File: src/hw/rtl/nvrs_pkg.sv
// Shared types, codes and constants for the nearest-value request scheduler.
// No dependencies; imported by every module of the block.
package nvrs_pkg;

  localparam int VALUE_BITS    = 10;
  localparam int ID_BITS       = 4;
  localparam int NUM_REQ       = 16;
  localparam int CFG_BITS      = 5;
  localparam int STATUS_BITS   = 2;
  localparam int LS_BITS       = VALUE_BITS + 1;
  localparam int DIST_BITS     = VALUE_BITS + 1;
  localparam int MAX_BOARD_DEF = 16;

  // Result status codes
  localparam logic [STATUS_BITS-1:0] STAT_DONE    = 2'd0;
  localparam logic [STATUS_BITS-1:0] STAT_FULL    = 2'd1;
  localparam logic [STATUS_BITS-1:0] STAT_WAITING = 2'd2;
  localparam logic [STATUS_BITS-1:0] STAT_REJECT  = 2'd3;

  // Requester states
  typedef logic [1:0] rq_state_t;
  localparam rq_state_t RQ_IDLE        = 2'd0;
  localparam rq_state_t RQ_POSTED      = 2'd1;
  localparam rq_state_t RQ_POSTED_LAST = 2'd2;
  localparam rq_state_t RQ_FINISHED    = 2'd3;

  // Register indexes (byte address bit 2)
  localparam logic REG_CAPACITY   = 1'b0;
  localparam logic REG_REQUESTERS = 1'b1;

  localparam logic [CFG_BITS-1:0] CAP_RESET = 5'd3;
  localparam logic [CFG_BITS-1:0] REQ_RESET = 5'd5;

  typedef struct packed {
    logic [DIST_BITS-1:0] span;
    logic                 closer;
  } seek_res_t;

endpackage

File: src/hw/rtl/nvrs_seek_unit.sv
// Shared distance and compare unit used once per scan step.
// Depends on nvrs_pkg.
module nvrs_seek_unit import nvrs_pkg::*; (
  input  logic signed [LS_BITS-1:0]   last_served,
  input  logic        [VALUE_BITS-1:0] cand_value,
  input  logic        [DIST_BITS-1:0]  best_dist,
  input  logic                         first,
  output seek_res_t                    res
);

  logic signed [LS_BITS:0] ls_x;
  logic signed [LS_BITS:0] cand_x;
  logic signed [LS_BITS:0] diff;
  logic signed [LS_BITS:0] mag;

  always_comb begin
    ls_x   = {last_served[LS_BITS-1], last_served};
    cand_x = signed'({2'b00, cand_value});
    diff   = ls_x - cand_x;
    mag    = diff[LS_BITS] ? -diff : diff;
    res.span   = mag[DIST_BITS-1:0];
    // strict less-than keeps the oldest entry on a tie
    res.closer = first || (res.span < best_dist);
  end

endmodule

File: src/hw/rtl/nearest_value_request_scheduler.sv
// Nearest-value request scheduler: request board, scan sequencer, config regs.
// Depends on nvrs_pkg and nvrs_seek_unit.
//
// Usage:
//   Input channel (in_valid/in_ready) carries one beat per action: a post
//   (action 0) places request_value for requester_id on the board; a serve
//   (action 1) removes the entry nearest the last served value, oldest first
//   on a tie. Every input beat yields exactly one output beat with status,
//   the served entry (zero unless a serve succeeds), the board count and the
//   all-finished flag.
//   A post or a serve on an empty board goes from idle straight to the
//   finish step, which registers the result beat; a serve over a non-empty
//   board first scans every entry, since the single distance unit visits
//   one entry per cycle, and then finishes. The finish step waits while the
//   output register still holds an untaken result.
//   in_ready is high only while the sequencer is idle, one item at a time.
//   The output register holds a result until taken; the next item may be
//   accepted meanwhile and waits in its final step while out_ready is low.
//   Reset empties the board, sets all requesters idle, last served to -1,
//   capacity to 3 and requester count to 5. Write the APB registers only
//   while no item is in flight.
module nearest_value_request_scheduler import nvrs_pkg::*; #(
  parameter int MAX_BOARD = MAX_BOARD_DEF  // 1..16
) (
  input  logic                   clk,
  input  logic                   rst,
  input  logic                   in_valid,
  output logic                   in_ready,
  input  logic                   action,
  input  logic [ID_BITS-1:0]     requester_id,
  input  logic [VALUE_BITS-1:0]  request_value,
  input  logic                   is_last,
  output logic                   out_valid,
  input  logic                   out_ready,
  output logic [STATUS_BITS-1:0] status,
  output logic [ID_BITS-1:0]     served_requester,
  output logic [VALUE_BITS-1:0]  served_value,
  output logic [CFG_BITS-1:0]    board_count,
  output logic                   all_finished,
  input  logic                   psel,
  input  logic                   penable,
  input  logic                   pwrite,
  input  logic [2:0]             paddr,
  input  logic [31:0]            pwdata,
  output logic [31:0]            prdata,
  output logic                   pready
);

  localparam int IDX_W = (MAX_BOARD > 1) ? $clog2(MAX_BOARD) : 1;
  localparam int CNT_W = $clog2(MAX_BOARD + 1);

  localparam logic [1:0] S_IDLE   = 2'd0;
  localparam logic [1:0] S_SCAN   = 2'd1;
  localparam logic [1:0] S_FINISH = 2'd2;

  logic [1:0] state;

  logic [CFG_BITS-1:0] cfg_cap;
  logic [CFG_BITS-1:0] cfg_req;

  logic [VALUE_BITS-1:0] entry_value [MAX_BOARD];
  logic [ID_BITS-1:0]    entry_owner [MAX_BOARD];
  logic [CNT_W-1:0]      board_cnt;
  rq_state_t             rq_state [NUM_REQ];
  logic signed [LS_BITS-1:0] last_served;

  logic                  op_serve;
  logic [ID_BITS-1:0]    op_id;
  logic [VALUE_BITS-1:0] op_value;
  logic                  op_last;

  logic [CNT_W-1:0]      scan_idx;
  logic [IDX_W-1:0]      best_idx;
  logic [DIST_BITS-1:0]  best_dist;
  logic [VALUE_BITS-1:0] best_value;
  logic [ID_BITS-1:0]    best_owner;

  seek_res_t seek_res;

  logic                   cfg_wr;
  logic                   out_free;
  logic [CFG_BITS-1:0]    cap_eff;
  logic [CFG_BITS-1:0]    req_eff;
  logic                   board_full;
  logic                   idle_any;
  logic                   all_fin_c;
  logic [STATUS_BITS-1:0] status_c;
  logic                   do_post;
  logic                   do_serve;
  logic [CNT_W-1:0]       cnt_next;
  rq_state_t              rq_next [NUM_REQ];

  assign pready   = 1'b1;
  assign cfg_wr   = psel && penable && pwrite && pready;
  assign in_ready = (state == S_IDLE);
  assign out_free = !out_valid || out_ready;

  always_comb begin
    unique case (paddr[2])
      REG_CAPACITY:   prdata = {{(32-CFG_BITS){1'b0}}, cfg_cap};
      REG_REQUESTERS: prdata = {{(32-CFG_BITS){1'b0}}, cfg_req};
      default:        prdata = '0;
    endcase
  end

  nvrs_seek_unit u_seek (
    .last_served (last_served),
    .cand_value  (entry_value[scan_idx[IDX_W-1:0]]),
    .best_dist   (best_dist),
    .first       (scan_idx == '0),
    .res         (seek_res)
  );

  // Decide the outcome of the held item against the current board.
  always_comb begin
    cap_eff    = (cfg_cap > CFG_BITS'(MAX_BOARD)) ? CFG_BITS'(MAX_BOARD) : cfg_cap;
    req_eff    = (cfg_req > CFG_BITS'(NUM_REQ)) ? CFG_BITS'(NUM_REQ) : cfg_req;
    board_full = CFG_BITS'(board_cnt) >= cap_eff;
    idle_any   = 1'b0;
    for (int i = 0; i < NUM_REQ; i++) begin
      if ((CFG_BITS'(i) < req_eff) && (rq_state[i] == RQ_IDLE)) begin
        idle_any = 1'b1;
      end
      rq_next[i] = rq_state[i];
    end
    status_c = STAT_DONE;
    do_post  = 1'b0;
    do_serve = 1'b0;
    cnt_next = board_cnt;
    if (!op_serve) begin
      if (CFG_BITS'(op_id) >= req_eff) begin
        status_c = STAT_REJECT;
      end else if (rq_state[op_id] != RQ_IDLE) begin
        status_c = STAT_WAITING;
      end else if (board_full) begin
        status_c = STAT_FULL;
      end else begin
        do_post        = 1'b1;
        cnt_next       = board_cnt + CNT_W'(1);
        rq_next[op_id] = op_last ? RQ_POSTED_LAST : RQ_POSTED;
      end
    end else begin
      if (!(board_full || !idle_any) || board_cnt == '0) begin
        status_c = STAT_REJECT;
      end else begin
        do_serve            = 1'b1;
        cnt_next            = board_cnt - CNT_W'(1);
        rq_next[best_owner] = (rq_state[best_owner] == RQ_POSTED) ? RQ_IDLE : RQ_FINISHED;
      end
    end
    all_fin_c = 1'b1;
    for (int i = 0; i < NUM_REQ; i++) begin
      if ((CFG_BITS'(i) < req_eff) && (rq_next[i] != RQ_FINISHED)) begin
        all_fin_c = 1'b0;
      end
    end
  end

  // Control state
  always_ff @(posedge clk) begin
    if (rst) begin
      state       <= S_IDLE;
      cfg_cap     <= CAP_RESET;
      cfg_req     <= REQ_RESET;
      board_cnt   <= '0;
      last_served <= '1;
      out_valid   <= 1'b0;
      for (int i = 0; i < NUM_REQ; i++) begin
        rq_state[i] <= RQ_IDLE;
      end
    end else begin
      if (cfg_wr) begin
        if (paddr[2] == REG_REQUESTERS) begin
          cfg_req <= pwdata[CFG_BITS-1:0];
        end else begin
          cfg_cap <= pwdata[CFG_BITS-1:0];
        end
      end
      if (state == S_FINISH && out_free) begin
        out_valid <= 1'b1;
      end else if (out_ready) begin
        out_valid <= 1'b0;
      end
      unique case (state)
        S_IDLE: begin
          if (in_valid) begin
            state <= (action && board_cnt != '0) ? S_SCAN : S_FINISH;
          end
        end
        S_SCAN: begin
          if ((scan_idx + CNT_W'(1)) == board_cnt) begin
            state <= S_FINISH;
          end
        end
        S_FINISH: begin
          // hold here until the output register frees up
          if (out_free) begin
            state     <= S_IDLE;
            board_cnt <= cnt_next;
            for (int i = 0; i < NUM_REQ; i++) begin
              rq_state[i] <= rq_next[i];
            end
            if (do_serve) begin
              last_served <= signed'({1'b0, best_value});
            end
          end
        end
        default: state <= S_IDLE;
      endcase
    end
  end

  // Payload: held item, scan registers, board entries, result beat
  always_ff @(posedge clk) begin
    if (state == S_IDLE && in_valid) begin
      op_serve <= action;
      op_id    <= requester_id;
      op_value <= request_value;
      op_last  <= is_last;
      scan_idx <= '0;
    end
    if (state == S_SCAN) begin
      if (seek_res.closer) begin
        best_idx   <= scan_idx[IDX_W-1:0];
        best_dist  <= seek_res.span;
        best_value <= entry_value[scan_idx[IDX_W-1:0]];
        best_owner <= entry_owner[scan_idx[IDX_W-1:0]];
      end
      scan_idx <= scan_idx + CNT_W'(1);
    end
    if (state == S_FINISH && out_free) begin
      status           <= status_c;
      served_requester <= do_serve ? best_owner : '0;
      served_value     <= do_serve ? best_value : '0;
      board_count      <= CFG_BITS'(cnt_next);
      all_finished     <= (cnt_next == '0) && all_fin_c;
      if (do_post) begin
        entry_value[board_cnt[IDX_W-1:0]] <= op_value;
        entry_owner[board_cnt[IDX_W-1:0]] <= op_id;
      end
      // close the gap left by the served entry
      for (int i = 0; i < MAX_BOARD - 1; i++) begin
        if (do_serve && IDX_W'(i) >= best_idx && CNT_W'(i + 1) < board_cnt) begin
          entry_value[i] <= entry_value[i + 1];
          entry_owner[i] <= entry_owner[i + 1];
        end
      end
    end
  end

endmodule

File: config.mk
export PLATFORM = sky130hd
export DESIGN_NAME = nearest_value_request_scheduler
export DESIGN_NICKNAME = d
export VERILOG_FILES = /design/src/hw/rtl/nvrs_pkg.sv /design/src/hw/rtl/nvrs_seek_unit.sv /design/src/hw/rtl/nearest_value_request_scheduler.sv
export SDC_FILE = /design/constraint.sdc
export NUM_CORES = 1
export LEC_CHECK = 0
export BUFFER_PORTS_ARGS = -buffer_cell sky130_fd_sc_hd__buf_2
export CAP_MARGIN = 20
export CORE_MARGIN = 3
export CORE_UTILIZATION = 60
export CTS_CLUSTER_SIZE = 40
export DETAILED_ROUTE_END_ITERATION = 8
export PLACE_DENSITY = 0.77
export SYNTH_ARGS = -nofsm -noshare
export SYNTH_HDL_FRONTEND = slang
export SYNTH_SLANG_ARGS = --single-unit
export TNS_END_PERCENT = 20
File: constraint.sdc
create_clock -name clk -period 9.5 [get_ports clk]
set_input_delay 0.475 -clock clk [delete_from_list [all_inputs] [get_ports clk]]
set_output_delay 0.475 -clock clk [all_outputs]
set_load 0.01 [all_outputs]
==> run_results.csv <==
group,metric,value,unit
synth,synth_top_family_by_area,"multiplexers",
die,die_area,35090,sq um
critical_path,arrival,6930,ps
timing,clock_skew,14.11,ps
final_layout,fillerInstances,2244,
synth,synth_fa_ha_area_share,2.385,%
grt,grt_pass1_wl,76070,um
timing,hold_viol,0,
power,power_per_cell_area,207.0,nW/um^2
clocking,numClockSinks,365,
timing,slew-limit-headroom,24.95,%
timing,fin_crit,6744,ps
timing,final_max_slew_viol_count,0,
die,rows,65,
synth,syn_inst,1502,
power,leakage,7.684,nW
routing,drc,0,
synth,synth_compound_area_share,7.750,%
die,die_y,187.3,um
clocking,cts_tree,"built",
routing,ant_nets,0,
routing,drt-pass1-iter-count,6,
placed_design,port_buffers,57,
die,initial_core_util,61.72,%
routing,vias_per_cell,6.560,
synth,synth_mux_area_share,21.60,%
timing,hold_ws,101.4,ps
worst_hold_path,hold_depth,1,
die,dieWidth,187.3,um
clocking,ctsHoldBuffers,0,
grt,grt-ovfl-total,0,
grt,grt_pass1_vias,12870,
clocking,cts_max_path_buffers,3,
power,pwr-share-seq,45.3,%
worst_hold_path,hold_class,"in2reg",
final_layout,final_nets,1627,
synth,netlist_area,19730,sq um
grt,track_usage,27.85,%
clocking,cts_resized,0,
die,io_pins,115,
synth,yosysSeqAreaShare,53.68,%
critical_path,critPathKind,"reg2reg",
timing,finalSetupViolCount,0,
timing,worstMarginPinSlew,1123,ps
placed_design,gp_congestion,0.9413,
critical_path,start_kind,"register",
synth,avgSynthCellArea,13.13,sq um
placed_design,place_hpwl,32930,um
final_layout,multi_input_area,8517,sq um
worst_hold_path,hp-start,"request_value[5]",
synth,synth_enable_flop_cells,328,
timing,fin_setup_tns,0,ps
run,maxCapViolations,0,
critical_path,cp_data_required_time,9690,ps
routing,drtIter0Drc,1492,
clocking,htreeDepth,2,
final_layout,antennaDiodeCount,0,
grt,antenna_found_initial,1,
critical_path,worstRegToRegCells,25,
synth,async_flop_share,0,%
routing,dr_total_vias,13100,
power,comb_power_share,21.7,%
final_layout,layout-drive-gt1-share,30.22,%
timing,fmax,148.3,MHz
run_status,outcome,"finished, final reports clean",
synth,synthDistinctLibCells,83,
synth,ys.flop_type,"edfxtp_1",
critical_path,critPathCaptureType,"register",
synth,ys_ff_latch,365,
timing,rsz0062_at_grt,"false",
final_layout,regArea,10590,sq um
routing,wl_per_cell,24.54,um
timing,period_share,70.99,%
final_layout,area_delta_synth_final,9.418,%
power,swShare,29.14,%
power,vdd_drop_max,0.1672,mV
clocking,clk_pin_slew,60,ps
power,p_int,3.165,mW
routing,drt-total-wl,49000,um
critical_path,path_max_fanout,29,
clocking,cts_buffers,39,
clocking,clock_latency,550,ps
power,switching_power,1.302,mW
power,p_clk_share,33.0,%
synth,synthXorXnorAreaFrac,1.199,%
clocking,post_cts.repair.setup_buffers,0,
die,coreArea,31960,sq um
final_layout,layout_commonest_cell,"edfxtp_1",
synth,yosys.area_share.simple,9.317,%
final_layout,mostFrequentLayoutCells,"328 x edfxtp_1, 215 x mux2_2, 108 x nand2_1",
synth,yosys_warnings,0,
clocking,root_buffer,"clkbuf_16",
grt,grt_start_max_net_pins,41,
## kinds of logic (layout without fill, tap and decap cells)
family / count (synthesis) / count (layout)
xor gates and xnor gates: 27 / 27
adders and majority gates: 37 / 37
buffers and inverters: 180 / 214
muxes: 300 / 300
other: 2 / 28
DFF: 365 / 365
and+or+nand+nor: 375 / 375
AOI/OAI and AO/OA: 216 / 216
## worst paths after layout
kind                     to  slack, ps
max           best_owner[2]       2760
min reg2reg  last_served[7]        480
max reg2reg   best_owner[2]       2760
min             op_value[5]        100
## Yosys cell counts (6+ instances only)
| master | count | area share, % |
|---|---|---|
| edfxtp_1 | 328 | 50 |
| mux2_2 | 215 | 12 |
| nand2_1 | 108 | 2.1 |
| nor2_1 | 98 | 1.9 |
| mux4_2 | 79 | 9.0 |
| clkbuf_1 | 77 | 1.5 |
| inv_1 | 58 | 1.1 |
| o21ai_0 | 46 | 1.2 |
| dfxtp_1 | 37 | 3.8 |
| ha_1 | 36 | 2.3 |
| a21oi_1 | 35 | 0.89 |
| nand3_1 | 31 | 0.79 |
| buf_4 | 28 | 1.1 |
| and3_1 | 22 | 0.70 |
| nand2b_1 | 21 | 0.67 |
| nor3_1 | 17 | 0.43 |
| xnor2_1 | 16 | 0.71 |
| a31oi_1 | 14 | 0.44 |
| o211ai_1 | 13 | 0.49 |
| or3_1 | 13 | 0.41 |
| and2_1 | 11 | 0.35 |
| xor2_1 | 11 | 0.49 |
| a21o_1 | 10 | 0.38 |
| nor2b_1 | 10 | 0.32 |
| o22ai_1 | 10 | 0.32 |
| buf_1 | 9 | 0.17 |
| o221ai_1 | 8 | 0.36 |
| or2_2 | 8 | 0.25 |
| nand4_1 | 7 | 0.22 |
| o21a_1 | 7 | 0.27 |
| buf_2 | 6 | 0.15 |
| mux2i_1 | 6 | 0.30 |
## area by class of cell
cell class	instances	area share, %
Clock inverter	20	0.8521
Inverter	59	1.026
Sequential cell	365	49.07
Tap cell	435	2.521
Timing Repair Buffer	84	2.249
Clock buffer	51	4.823
Multi-Input combinational cell	983	39.46
## state kept, by name (all words and copies together) (netlist names), 4 cells and up, named ones only
signal,flops
entry_value,160
entry_owner,64
rq_state,32
best_dist,11
last_served,11
best_value,10
op_value,10
served_value,10
board_cnt,5
board_count,5
cfg_cap,5
cfg_req,5
scan_idx,5
best_idx,4
best_owner,4
op_id,4
served_requester,4
## metal layers
metal  up-vias  GRT usage, %  routed length (um)
met1      6534         39.67               20270
met3       129         4.292                4240
met4         2         9.945                1855
met2       666         44.07               22630
li1       5769             -                   -
met5         -             0                  11
## power groups by stage
| stage | clock network [mW] | registers, mW | logic [mW] |
|---|---|---|---|
| final | 1.47 | 2.02 | 0.971 |
| after CTS | 1.48 | 2.02 | 0.965 |
| after global routing | 1.55 | 2.04 | 1.08 |
| after detailed placement | 0 | 2.05 | 0.960 |
| after global placement | 0 | 2.05 | 0.935 |
| after floorplan | 0 | 1.97 | 0.777 |
## stage by stage
| step | cells | area, sq um | util, % | total power, mW | worst slack [ps] |
|---|---|---|---|---|---|
| after floorplan | 1528 | 19830 | - | 2.748 | 977.8 |
| after global placement | 1924 | 20350 | 63.66 | 2.987 | 2727 |
| after detailed placement | 1924 | 20350 | 63.66 | 3.015 | 2642 |
| after CTS | 1995 | 21570 | 67.50 | 4.468 | 2635 |
| after global routing | 1997 | 21590 | 67.54 | 4.666 | 2047 |
| final | 1997 | 21590 | 67.54 | 4.467 | 2756 |
## critical path, cell delays in order (launching register included)
cell,delay [ps]
dfxtp_2,970
buf_4,450
mux4_2,530
mux4_2,490
inv_1,90
ha_1,180
o21ai_0,120
a21oi_1,200
o21ai_0,130
a21oi_1,210
o21a_1,210
o21ai_0,120
a211oi_1,500
nor2_1,110
xnor2_1,220
ha_1,260
o21a_1,100
o21ai_0,140
nand2b_1,70
a21oi_1,140
nor2b_1,50
o21ai_0,160
a21oi_1,100
o21a_1,180
o41ai_2,190
buf_4,430
Power figures use the tool's default switching activity.
